`src/sv/sbie_pkg.sv`:
```
// Package for the integer stack-bytecode executor: opcodes, fault codes,
// default sizes and the shared cell control struct. No dependencies.
package sbie_pkg;

  localparam int StackDepthDef = 64;
  localparam int LocalSlotsDef = 16;
  localparam int WordBitsDef   = 32;
  localparam int DepthW        = 7;
  localparam int OpW           = 5;
  localparam int ImmW          = 32;
  localparam int FaultW        = 3;

  typedef enum logic [OpW-1:0] {
    OP_PUSHC = 5'd0, OP_NIL = 5'd1, OP_STLOC = 5'd2, OP_LDLOC = 5'd3,
    OP_LDREF = 5'd4, OP_MUL = 5'd5, OP_ADD = 5'd6, OP_SUB = 5'd7,
    OP_DIV = 5'd8, OP_REM = 5'd9, OP_NEG = 5'd10, OP_AND = 5'd11,
    OP_IFLE = 5'd12, OP_GOTO = 5'd13, OP_CGT = 5'd14, OP_CGE = 5'd15,
    OP_CLT = 5'd16, OP_CLE = 5'd17, OP_CNE = 5'd18, OP_CEQ = 5'd19,
    OP_DUP = 5'd20, OP_IRET = 5'd21, OP_RET = 5'd22
  } op_e;

  typedef enum logic [FaultW-1:0] {
    FLT_NONE = 3'd0, FLT_UNDER = 3'd1, FLT_OVER = 3'd2,
    FLT_DIVZ = 3'd3, FLT_LOCAL = 3'd4
  } fault_e;

  typedef enum logic [1:0] {
    ST_IDLE, ST_EXEC, ST_DIV, ST_OUT
  } state_e;

  // stack shift control for the cell row
  typedef struct packed {
    logic push;    // shift everything down one place, load top
    logic pop;     // shift everything up one place
    logic wr_top;  // overwrite the top cell (after any pop)
  } shift_t;

endpackage

```
`src/sv/sbie_cell.sv`:
```
// One stack cell of the executor: holds one word and moves with its neighbors.
// Depends on sbie_pkg for the shift control struct.
module sbie_cell #(
  parameter int WordBits = sbie_pkg::WordBitsDef
) (
  input  logic                clk_i,
  input  sbie_pkg::shift_t    ctl_i,
  input  logic                is_top_i,
  input  logic [WordBits-1:0] top_i,
  input  logic [WordBits-1:0] above_i,
  input  logic [WordBits-1:0] below_i,
  output logic [WordBits-1:0] word_o
);
  logic [WordBits-1:0] word_q, word_d;

  always_comb begin
    word_d = word_q;
    if (ctl_i.push) begin
      word_d = is_top_i ? top_i : above_i;
    end else if (ctl_i.pop) begin
      word_d = (is_top_i && ctl_i.wr_top) ? top_i : below_i;
    end else if (ctl_i.wr_top && is_top_i) begin
      word_d = top_i;
    end
  end

  always_ff @(posedge clk_i) begin
    word_q <= word_d;
  end

  assign word_o = word_q;
endmodule

```
`config.mk`:
```
export PLATFORM = sky130hd
export DESIGN_NAME = sbie_cell
export DESIGN_NICKNAME = d
export VERILOG_FILES = /design/src/sv/sbie_pkg.sv /design/src/sv/sbie_cell.sv
export SDC_FILE = /design/constraint.sdc
export NUM_CORES = 1
export LEC_CHECK = 0
export BUFFER_PORTS_ARGS = -buffer_cell sky130_fd_sc_hd__buf_2
export CAP_MARGIN = 5
export CORE_MARGIN = 5
export CORE_UTILIZATION = 42
export DETAILED_ROUTE_END_ITERATION = 8
export GPL_TIMING_DRIVEN = 0
export PLACE_DENSITY = 0.78
export SKIP_LAST_GASP = 1
export SLEW_MARGIN = 20
export SYNTH_ARGS = -nofsm -noshare
export SYNTH_HDL_FRONTEND = slang
export SYNTH_SLANG_ARGS = --single-unit
```
`constraint.sdc`:
```
create_clock -name clk_i -period 2.15 [get_ports clk_i]
set_input_delay 0.1075 -clock clk_i [delete_from_list [all_inputs] [get_ports clk_i]]
set_output_delay 0.1075 -clock clk_i [all_outputs]
set_load 0.02 [all_outputs]
```
==> metrics.txt <==
Multi-input gate area=roughly 900 sq um; Antenna Violating Nets Remaining=0; final hold vios=0; fill cell count=roughly 390; max_cap viols=0; Core Box Area=0.004444 sq mm; Slew headroom=around half; GRT Util Overall=19.59%; Power Density=680.2 mW/mm^2; Startpoint Class=input pin; Mapped Avg Cell Area=~11 sq um; Synth top area share=49.07%; hold path depth=3; Combinational Power Share=27.2%; register share of total power=42.5%; Seq/Total Area, Yosys=49.07%; vias in the first global route=2024; global-route wire length before repair=9473 microns; initial core utilization=44.06%; register clock-pin slew on the reported worst setup and hold paths=0.07 ns; Sw Share=29.12%; via count=approximately 2000; htree depth=2; VDD IR max=0.3618 mV; CTS Buffer Depth=2; status=complete, no violations; Hold WC Path Type=input pin to register; WP data arrival=1.20 ns; synthesized area=approximately 0.0020 sq mm; # DRC=0; Pre-antenna DRT Iters=4; LEAKAGE=approximately 1.4 nW; CP max FO=32; row count=24; Resize count post-CTS=0; period utilisation layout=60.31%; Synth area leaders=edfxtp_1 49%, mux2i_1 16%, a22oi_1 12%; setup TNS=0 ns; yosys warns=0; RSZ-0062 raised after global routing=no; DRT Wirelength=6189 microns; ANT cells=0; routability cong.=between 0.7 and 0.8; count of hold-fix buffers inserted at cts=0; Congestion Overflow GR=0; postcts setup bufs=0; share of cells above drive strength 1=47.35%; Mapped Cells=183; Crit path required time=2.06 ns; Nets=421; PortBufs=130; register bit total from synthesis=32; Setup CP Type=input pin to register; clk sinks=32; clock power share=about 30%; DR WL/cell=around 17 microns; DP HPWL=4642 microns; I/O pin count=133; antenna violations before repair=0; Die W=78.28 microns; Clock Root Buffer=clkbuf_8; Min Hold Slack=0.1418 ns; P&R area growth vs syn=42.17%; FF+latch area=960.9 sq um; Min Clock Period, post-route=between 1 and 1.5 ns; Fmax=0.7712 GHz; critical path capture point type=register; max reg flops=32; Slew @ Worst Pin=0.7619 ns; Die H=78.28 microns; Final setup violation count=0; Via density=5.391; Int Power=1.342 mW; Synth cell types=17; DRT iter0 DRCs=172; die area=0.006128 sq mm; Post-Syn Nets=284; final-report max-slew violation count=0; number of CTS-inserted buffers=5; pin count of the biggest net entering global routing=33; CTS tree=yes; switching power=0.5515 mW; Util after Layout=62.64%; largest area contributor in the netlist=edfxtp_1
[path summary, 6_finish.rpt]
check | start | end
max | is_top_i | word_o[7]
min | top_i[30] | word_o[30]
[power groups by stage]
| stage | combinational [mW] | clock, mW | sequential, mW |
|---|---|---|---|
| finish | 0.515 | 0.574 | 0.805 |
| global route | 0.555 | 0.607 | 0.815 |
| CTS | 0.519 | 0.577 | 0.806 |
| detailed placement | 0.518 | 0 | 0.818 |
| global placement | 0.507 | 0 | 0.816 |
| floorplan | 0.182 | 0 | 0.933 |
[cells in the mapped netlist, drive strengths merged]
library cell and count:
a21bo 1, a21boi 1, a21oi 31, a22oi 31
buf 10, clkbuf 7, edfxtp 32, mux2i 31
nand2 34, nand3b 1, nor2 1, o211ai 1
o21a 1, o21ai 1
[placed cells by master (no fill, tap or decap), types with 2 or more instances in the layout]
cell / count
buf_2: 135
nand2_1: 33
edfxtp_1: 32
a21oi_1: 31
mux2i_1: 31
a22oi_1: 31
clkbuf_1: 6
clkbuf_8: 5
buf_6: 4
clkbuf_4: 2
[worst max-delay path, cell delays in order]
cell and delay, ns:
buf_6 0.12, buf_2 0.28, nand2_1 0.10, nand2_2 0.58
[per-stage QoR]
step	setup slack (ns)	area (sq um)	instances	power, mW
final	0.8533	2784	373	1.894
after global routing	0.7436	2784	373	1.976
after CTS	0.8153	2784	373	1.901
after detailed placement	0.5273	2676	365	1.335
after global placement	0.07689	2674	365	1.323
after floorplan	0.5192	1958	183	1.115
[routing by layer]
layer | up-vias | track usage, % | routed length, microns
li1 | 972 | - | -
met1 | 922 | 22.08 | 2475
met2 | 107 | 35.36 | 3021
met3 | 10 | 5.492 | 579
met4 | 0 | 6.993 | 114
met5 | - | 0 | 0
[final cells by class]
cell class | instances | area share [%]
Sequential cell | 32 | 34.52
Multi-Input combinational cell | 134 | 31.91
Timing Repair Buffer | 130 | 23.37
Buffer | 17 | 4.000
Clock buffer | 6 | 2.607
Tap cell | 52 | 2.337
Clock inverter | 2 | 1.258
[logic make-up (layout without fill, tap and decap cells)]
| family | Yosys count | count (layout) | share of synthesized area (%) |
|---|---|---|---|
| compound gates | 67 | 67 | 22.30 |
| mux | 31 | 31 | 15.85 |
| simple gates | 36 | 36 | 7.092 |
| buf+inv | 17 | 155 | 5.687 |
| flops | 32 | 32 | 49.07 |
Power figures use the tool's default switching activity.
