**config.mk**
```make
export PLATFORM = sky130hd
export DESIGN_NAME = sbie_div
export DESIGN_NICKNAME = d
export VERILOG_FILES = /design/src/sv/sbie_pkg.sv /design/src/sv/sbie_div.sv
export SDC_FILE = /design/constraint.sdc
export NUM_CORES = 1
export LEC_CHECK = 0
export ABC_AREA = 1
export BUFFER_PORTS_ARGS = -buffer_cell sky130_fd_sc_hd__buf_4
export CAP_MARGIN = 10
export CORE_MARGIN = 4
export CORE_UTILIZATION = 25
export DETAILED_ROUTE_END_ITERATION = 10
export PLACE_DENSITY = 0.49
export SYNTH_ARGS = -nofsm -noshare
export SYNTH_HDL_FRONTEND = slang
export SYNTH_SLANG_ARGS = --single-unit
export TNS_END_PERCENT = 100
```
**constraint.sdc**
```tcl
create_clock -name clk_i -period 7.6 [get_ports clk_i]
set_input_delay 1.14 -clock clk_i [delete_from_list [all_inputs] [get_ports clk_i]]
set_output_delay 1.14 -clock clk_i [all_outputs]
set_load 0.02 [all_outputs]
```
**src/sv/sbie_pkg.sv**
```systemverilog
// Package for the integer stack-bytecode executor: opcodes, fault codes,
// default sizes and the shared cell control struct. No dependencies.
package sbie_pkg;

  localparam int StackDepthDef = 64;
  localparam int LocalSlotsDef = 16;
  localparam int WordBitsDef   = 32;
  localparam int DepthW        = 7;
  localparam int OpW           = 5;
  localparam int ImmW          = 32;
  localparam int FaultW        = 3;

  typedef enum logic [OpW-1:0] {
    OP_PUSHC = 5'd0, OP_NIL = 5'd1, OP_STLOC = 5'd2, OP_LDLOC = 5'd3,
    OP_LDREF = 5'd4, OP_MUL = 5'd5, OP_ADD = 5'd6, OP_SUB = 5'd7,
    OP_DIV = 5'd8, OP_REM = 5'd9, OP_NEG = 5'd10, OP_AND = 5'd11,
    OP_IFLE = 5'd12, OP_GOTO = 5'd13, OP_CGT = 5'd14, OP_CGE = 5'd15,
    OP_CLT = 5'd16, OP_CLE = 5'd17, OP_CNE = 5'd18, OP_CEQ = 5'd19,
    OP_DUP = 5'd20, OP_IRET = 5'd21, OP_RET = 5'd22
  } op_e;

  typedef enum logic [FaultW-1:0] {
    FLT_NONE = 3'd0, FLT_UNDER = 3'd1, FLT_OVER = 3'd2,
    FLT_DIVZ = 3'd3, FLT_LOCAL = 3'd4
  } fault_e;

  typedef enum logic [1:0] {
    ST_IDLE, ST_EXEC, ST_DIV, ST_OUT
  } state_e;

  // stack shift control for the cell row
  typedef struct packed {
    logic push;    // shift everything down one place, load top
    logic pop;     // shift everything up one place
    logic wr_top;  // overwrite the top cell (after any pop)
  } shift_t;

endpackage

```
**src/sv/sbie_div.sv**
```systemverilog
// Radix-2 restoring divider for signed truncating division and remainder.
// Depends on sbie_pkg for the default word width; one quotient bit a cycle.
module sbie_div #(
  parameter int WordBits = sbie_pkg::WordBitsDef
) (
  input  logic                clk_i,
  input  logic                rst_ni,
  input  logic                start_i,
  input  logic [WordBits-1:0] num_i,
  input  logic [WordBits-1:0] den_i,
  output logic                done_o,
  output logic [WordBits-1:0] quo_o,
  output logic [WordBits-1:0] rem_o
);
  localparam int CntW = $clog2(WordBits + 1);

  logic [WordBits-1:0] q_q, d_q;
  logic [WordBits:0]   r_q;
  logic [CntW-1:0]     cnt_q;
  logic                busy_q, nneg_q, qneg_q;
  logic [WordBits:0]   trial;
  logic [WordBits:0]   shifted;

  assign shifted = {r_q[WordBits-1:0], q_q[WordBits-1]};
  assign trial   = shifted - {1'b0, d_q};

  always_ff @(posedge clk_i or negedge rst_ni) begin
    if (!rst_ni) begin
      busy_q <= 1'b0;
      cnt_q  <= '0;
    end else if (start_i) begin
      busy_q <= 1'b1;
      cnt_q  <= CntW'(WordBits);
    end else if (busy_q) begin
      cnt_q <= cnt_q - 1'b1;
      if (cnt_q == CntW'(1)) begin
        busy_q <= 1'b0;
      end
    end
  end

  always_ff @(posedge clk_i) begin
    if (start_i) begin
      q_q    <= num_i[WordBits-1] ? -num_i : num_i;
      d_q    <= den_i[WordBits-1] ? -den_i : den_i;
      r_q    <= '0;
      nneg_q <= num_i[WordBits-1];
      qneg_q <= num_i[WordBits-1] ^ den_i[WordBits-1];
    end else if (busy_q) begin
      if (!trial[WordBits]) begin
        r_q <= trial;
        q_q <= {q_q[WordBits-2:0], 1'b1};
      end else begin
        r_q <= shifted;
        q_q <= {q_q[WordBits-2:0], 1'b0};
      end
    end
  end

  assign done_o = busy_q && (cnt_q == CntW'(1));
  // final step value, used directly on done
  logic [WordBits-1:0] qf, rf;
  assign qf    = {q_q[WordBits-2:0], ~trial[WordBits]};
  assign rf    = trial[WordBits] ? shifted[WordBits-1:0] : trial[WordBits-1:0];
  assign quo_o = qneg_q ? -qf : qf;
  assign rem_o = nneg_q ? -rf : rf;
endmodule

```
==> results of run 1 <==
-- power groups by stage --
stage,registers (mW),clock network (mW),logic [mW]
floorplan,0.806,0,2.36
global placement,0.868,0,3.35
detailed placement,0.869,0,3.37
CTS,0.858,0.484,3.38
global route,0.874,0.507,3.75
finish,0.861,0.466,3.35
-- sequential cells by signal (all words and copies together), names as in the netlist --
signal and count:
busy_q 1, qneg_q 1, cnt_q 6, nneg_q 1, d_q 32, r_q 32
q_q 32
-- worst max path at each step --
stage | endpoint | cells past startpoint | from
after floorplan | quo_o[30] | 27 | q_q[31]
after global placement | quo_o[30] | 27 | q_q[31]
after detailed placement | quo_o[30] | 27 | q_q[31]
after CTS | quo_o[30] | 27 | q_q[31]
after global routing | quo_o[30] | 27 | q_q[31]
final | quo_o[30] | 27 | q_q[31]
-- final cells by class --
type / instances / share of cell area [%]
repair buffers: 135 / 8.455
inverters: 291 / 9.113
well taps: 525 / 5.480
multi-input cells: 1165 / 51.22
flip-flops and latches: 105 / 23.34
clock buffers: 10 / 1.994
clock inverters: 6 / 0.3967
-- routing by layer --
layer / GRT usage [%] / share of wire (%)
met3: 2.586 / 5.4
met2: 22.88 / 44
met5: 0 / 0
met4: 3.240 / 1.1
met1: 21.19 / 49
-- worst reg2reg max path: stages (launching register included) --
cell and delay (ns):
edfxtp_1 0.38, inv_1 0.06, ha_1 0.22, fa_1 0.40, inv_1 0.11, nand2_1 0.06, nand2_1 0.07, nand3_1 0.08
nand2_2 0.12, nand2_2 0.07, nand2_2 0.08, nand2_4 0.09, nand3_4 0.20, nand2_8 0.18, o21ai_0 0.61, o22ai_1 0.13
-- cells in the final DEF (no fill, tap or decap), drive strengths merged --
cell      n
a21o      2
a21oi    40
a31oi     5
a41oi     1
and2      2
and3      4
buf     135
clkbuf   10
clkinv    3
dfrtp     7
dfxtp    32
edfxtp   66
fa        1
ha       38
inv     294
nand2   535
nand3    87
nand3b   12
nand4    22
nor2    145
nor3     28
nor3b     1
nor4      8
o211ai    1
o21a      1
o21ai    73
o21bai    4
o22ai    32
o31ai     3
o32ai     1
or2       5
xnor2    39
xor2     75
-- logic make-up after synthesis --
kind of cell	after synthesis	synth area share [%]
XOR/XNOR	114	9.795
flip-flops	105	27.45
buffers and inverters	323	12.35
AO/OA/AOI/OAI	163	9.059
adder cells (fa/ha/maj)	39	4.861
AND/OR/NAND/NOR	849	36.49
-- cell usage after synthesis (all sizes together), types with 2 or more instances --
| library cell | number |
|---|---|
| nand2 | 535 |
| inv | 289 |
| nor2 | 145 |
| nand3 | 87 |
| xor2 | 75 |
| o21ai | 73 |
| edfxtp | 66 |
| a21oi | 40 |
| xnor2 | 39 |
| ha | 38 |
| dfxtp | 32 |
| o22ai | 32 |
| nor3 | 28 |
| clkbuf | 22 |
| nand4 | 22 |
| nand3b | 12 |
| buf | 10 |
| nor4 | 8 |
| dfrtp | 7 |
| a31oi | 5 |
| or2 | 5 |
| and3 | 4 |
| o21bai | 4 |
| o31ai | 3 |
| a21o | 2 |
| and2 | 2 |
| clkinv | 2 |
-- stage by stage --
step           util, %  hold slack (ns)  instance area (um^2)  std cells
2_1_floorplan        -           0.4586                 10190       1593
3_3_place_gp     29.25           0.4824                 11700       2221
3_5_place_dp     29.25           0.4814                 11700       2221
4_1_cts          29.96           0.4969                 11990       2237
5_1_grt          29.96           0.5328                 11990       2237
6_report         29.96           0.4934                 11990       2237
==> run metrics, run 1 <==
FFs w/ async S/R, synth about 6.7%; sw frac between 50% and 60%; hold-critical path depth 1; dpl hpwl 27,520 um; post-route ant nets 0; Register-to-Register Path Depth 15; CTS Root Cell clkbuf_16; setup ws final between 1 and 1.5 ns; die width 209.9 um; Overflow after GRT 0; Synth area leaders edfxtp_1 (19%), nand2_1 (18%), inv_1 (10%); Comb power frac 71.6%; Int Power around 2.1 mW; H-tree depth reported by CTS 3; largest area contributor in the netlist edfxtp_1; Hold Vio Cnt, Final 0; Global Route Usage Sum between 10% and 20%; Relative slew margins a little over a quarter; period utilization approximately four fifths; clock latency on the worst-skew pair roughly 0.37 ns; drt total wl 32,780 um; layout cells sized above 1 12.91%; ant diodes 0; R2R Setup Slk 4.57 ns; CP endpoint kind output port; Worst Hold Class reg -> reg; WP data required between 6 and 7 ns; Worst Clk Skew ~0.014 ns; Synth Cell Area just over 0.01 mm^2; Worst VDD drop around 160 uV; CTS Buf Count 9; Vias/cell about 4.4; status finished, final reports clean; crit path DAT 5.02 ns; Startpoint Class flip-flop; FMAX between 0.15 and 0.2 GHz; Multi-input gate area ~0.0061 mm^2; clock power share about a tenth; Final Power 4.680 mW; Sink Count roughly 110; most used cell, CP nand2_1; first-pass GRT wire length roughly 52,000 um; vias in the first global route 9,637; MaxCap Viol Count 0; Unique masters post-synth 50; crit path kind reg -> out; min Tclk post-route approximately 6.2 ns; CP top delay family simple AND/OR/NAND/NOR gates; Clock Tree Buf Depth 2; Slowest-stage cell, CP nor3_1; initial antenna violation count 0; post-CTS setup buffer count 0; top_reg_cell synth edfxtp_1; mean routed wirelength per cell roughly 15 um; Synth warnings 0; Post-Syn Nets between 1,500 and 2,000; sequential power share approximately 18%; starting DRC count in detailed routing 641; Slew Viols, Final 0; via count between 9,000 and 10,000; First-pass DRT Iterations 5; layout overhead on the synthesized area 17.59%; register area share after synthesis a little over a quarter; FILL cells about 4,500; Hold Crit Start cnt_q[5]; Die ar. ~0.044 mm^2; io pins 132; launching point of the worst reg2reg path q_q[31]; #FFs+latches synth roughly 110; DP Worst Slack 1.850 ns; Site Rows 73; CP peak stage delay approximately 0.44 ns; Lkg Pwr 6.100 nW; share of the synthesized area in the top cell type about a fifth; Sequential Area roughly 0.0028 mm^2; sw power around 2.6 mW; # port buffers 131; P per Cell Area 390.4 mW/mm^2; DRC Markers 0; GP Congestion 0.8776; Worst-Margin Slew 1.091 ns; setup TNS 0 ns; Worst Path Max Fanout 24; EDFF count, synth 66; average cell area after synthesis around 6.4 um^2; post-synthesis cell count 1,593; Initial Util 25.48%; die span in y around 210 um; largest net degree at the start of global routing 65; core box area around 0.04 mm^2; FF-to-FF End r_q[31]; RSZ-0062 raised after global routing false; CTS tree built; post_cts resized 0; Post-CTS Hold Buffers 0; Buf+Inv Stages, Crit Path 4; Setup violations, final 0; Worst Hold End cnt_q[5]; Final #Nets approximately 1,800; Reg clk slew, reported paths 0.08 ns
No activity file was read; power rests on OpenSTA's default activity.
==> inputs of run 2 (changes only) <==
ABC_AREA = 0   (was 1)
clock period = 6.37 ns   (was 7.6 ns; I/O delays follow)
==> run 2 against run 1 <==
  * Critical path depth shrank 7
  * Setup slack lost 1.2 ns
  * Non-clock buffer count up 9
  * First-iteration DRC count is 15% lower
  * Die area fell by 11%
  * Global-route usage decreased by 0.51 points
  * Power rose by 31%
  * Largest power group unchanged
  * Highest routed layer unchanged
==> run metrics, run 2 <==
status finished, final reports clean; register area share after synthesis 31.09% (+3.6 points); mean routed wirelength per cell 17.13 um (+17%); core box area 0.03557 mm^2 (-11%); FF-to-FF End r_q[27]; DRC Markers 0 (unchanged); Worst Path Max Fanout 11 (-54%); Final Power 6.129 mW (+31%); sequential power share 18.3% (about the same); Worst Hold Class in -> async; post-route ant nets 0 (unchanged); GP Congestion 0.8716 (-0.68%); io pins 132 (unchanged); Setup violations, final 0 (unchanged); Register-to-Register Path Depth 13 (-2); most frequent cells in the layout buf_4 (142), nor2_1 (120), nand2_1 (100), xnor2_1 (85), a21oi_1 (76); WP data required 5.41 ns (-1.05 ns); Int Power 2.903 mW (+38%); top_reg_cell synth edfxtp_1; final instance area 0.01082 mm^2 (-9.8%); CTS Root Cell clkbuf_16; first-pass GRT wire length 44,390 um (-14%); EDFF count, synth 66 (unchanged); sw power 3.226 mW (+25%); largest area contributor in the netlist edfxtp_1; H-tree depth reported by CTS 3 (unchanged); Reg clk slew, reported paths 0.08 ns (about the same); Relative slew margins 22.14% (-5.0 points); Final #Nets 1,294 (-29%); period utilization between 90% and 100%; #FFs+latches synth 105 (unchanged); ant diodes 0 (unchanged); Overflow after GRT 0 (unchanged); Clock Tree Buf Depth 2 (unchanged); largest net degree at the start of global routing 72 (+11%); vias in the first global route 7,799 (-19%); min Tclk post-route ~6.1 ns; P per Cell Area 566.7 mW/mm^2 (+45%); Critical Path Source q_q[31]; Worst-Margin Slew 1.168 ns (+0.07684 ns); Slew Viols, Final 0 (unchanged); most common cell after layout, fill and taps aside buf_4; final hold slack 0.3805 ns (-0.1128 ns); Sink Count 105 (unchanged); setup TNS 0 ns (unchanged); crit path kind reg -> out; Synth area leaders edfxtp_1 (22%), xnor2_1 (8.3%), dfxtp_1 (7.1%); largest registers d_q x32, q_q x32, r_q x32; Site Rows 69 (-5.5%); Post-Syn Nets 1,187 (-30%); post-synthesis cell count 1,081 (-32%); initial antenna violation count 0 (unchanged); Final Util 30.41% (+0.45 points); crit path DAT 5.19 ns (+0.17 ns); Vias/cell 4.947 (+12%); Post-CTS Hold Buffers 0 (unchanged); CTS tree built; clock latency on the worst-skew pair 0.37 ns (about the same); Synth Cell Area 0.009000 mm^2 (-12%); synth cell count leaders nor2_1 (120), nand2_1 (100), xnor2_1 (85); Startpoint Class flip-flop; share of the synthesized area in the top cell type 22.02% (+2.6 points); Initial Util 25.30% (-0.18 points); Unique masters post-synth 77 (+54%); First-pass DRT Iterations 5 (unchanged); dpl hpwl 22,340 um (-19%); MaxCap Viol Count 0 (unchanged); layout cells sized above 1 16.18% (+3.3 points); Die ar. 0.03910 mm^2 (-11%); layout overhead on the synthesized area 20.19%; Worst VDD drop 529.7 uV (+220%); R2R Setup Slk 2.75 ns (-1.82 ns); CTS Buf Count 9 (unchanged); starting DRC count in detailed routing 548 (-15%); die width 197.7 um (-5.8%); FFs w/ async S/R, synth 6.667% (unchanged); drt total wl 28,340 um (-14%); Placed Area 0.01044 mm^2 (-11%); sw frac 52.63% (-2.4 points); FMAX 0.1628 GHz; most common cell in the netlist nor2_1; Worst Clk Skew 0.01479 ns (+0.0004813 ns); Hold Vio Cnt, Final 0 (unchanged); Lkg Pwr 4.196 nW (-31%); clock power share 9.3% (-0.7 points); via count 8,182 (-17%); Global Route Usage Sum 14.15% (-0.51 points); Synth warnings 0 (unchanged); die span in y 197.7 um (-5.8%); launching point of the worst reg2reg path q_q[31]; average cell area after synthesis 8.326 um^2 (+30%); Comb power frac 72.4% (+0.8 points); # port buffers 131 (unchanged); CP endpoint kind output port
==> run 2: changes by cell type after synthesis, moves of 24 or more <==
cell      previous run  this run
a211oi_1             0        26
a21oi_1             38        78
inv_1              284        56
nand2_1            496       100
nand2_2             30         0
nand3_1             84        14
o22ai_1             32         1
o31ai_1              3        33
or3_1                0        24
xnor2_1             39        85
==> run 2: power by group through the flow <==
stage	registers [mW]	clock network, mW	logic (mW)
global placement	1.13	0	4.32
finish	1.12	0.568	4.44
global route	1.14	0.618	4.83
floorplan	1.04	0	2.86
detailed placement	1.13	0	4.30
CTS	1.12	0.596	4.33
==> run 2: worst max-delay path, cell delays in order (launching register included) <==
cell	delay (ns)
edfxtp_1	0.39
inv_1	0.06
ha_1	0.22
fa_2	0.36
nand2b_4	0.17
a211oi_4	0.28
o2111ai_2	0.19
a2111o_1	0.50
a21oi_4	0.23
nor2_8	0.08
inv_6	0.11
nor2_1	0.06
a21oi_2	0.16
ha_2	0.23
nand4b_1	0.11
mux2_4	0.33
nand2b_1	0.16
or4b_4	0.56
o41ai_4	0.28
xor2_1	0.19
buf_4	0.16
==> run 2: area by class of cell <==
class	instances	area, um^2
tap	461	576.8
timing repair buffer	144	1089
fill	3825	24750
inverter	58	222.7
clock buffer	10	250.2
multi-input combinational	870	5842
clock inverter	6	37.54
sequential	105	2799
==> run 2: layer usage <==
metal	part of all wire, %	track usage (%)
met5	0	0
met4	1.9	4.259
met3	4.3	1.923
met2	46	22.43
met1	48	20.08
==> run 2: how the worst max path moves through the flow <==
stage	endpoint	cells after the start
3_3_place_gp	rem_o[24]	20
4_1_cts	rem_o[24]	20
3_5_place_dp	rem_o[24]	20
5_1_grt	rem_o[24]	20
6_report	rem_o[30]	20
2_1_floorplan	rem_o[24]	21
==> run 2: logic make-up after synthesis <==
family	Yosys count	share of synthesized area [%]
muxes	25	2.850
and+or+nand+nor	367	19.66
xor gates and xnor gates	151	14.69
adders and majority gates	39	5.505
AOI/OAI and AO/OA	288	21.60
buffers and inverters	106	4.602
DFF	105	31.09
==> run 2: timing repair <==
item,in CTS,in global routing
setup endpoints to repair,0,12
resized for setup,0,14
setup buffers,0,4
==> run 2: stage by stage <==
stage / cells / setup slack [ns]
2_1_floorplan: 1081 / 0.1366
5_1_grt: 1654 / -0.0009046
4_1_cts: 1650 / 0.005042
3_5_place_dp: 1634 / 0.4109
3_3_place_gp: 1634 / 0.5436
6_report: 1654 / 0.2260
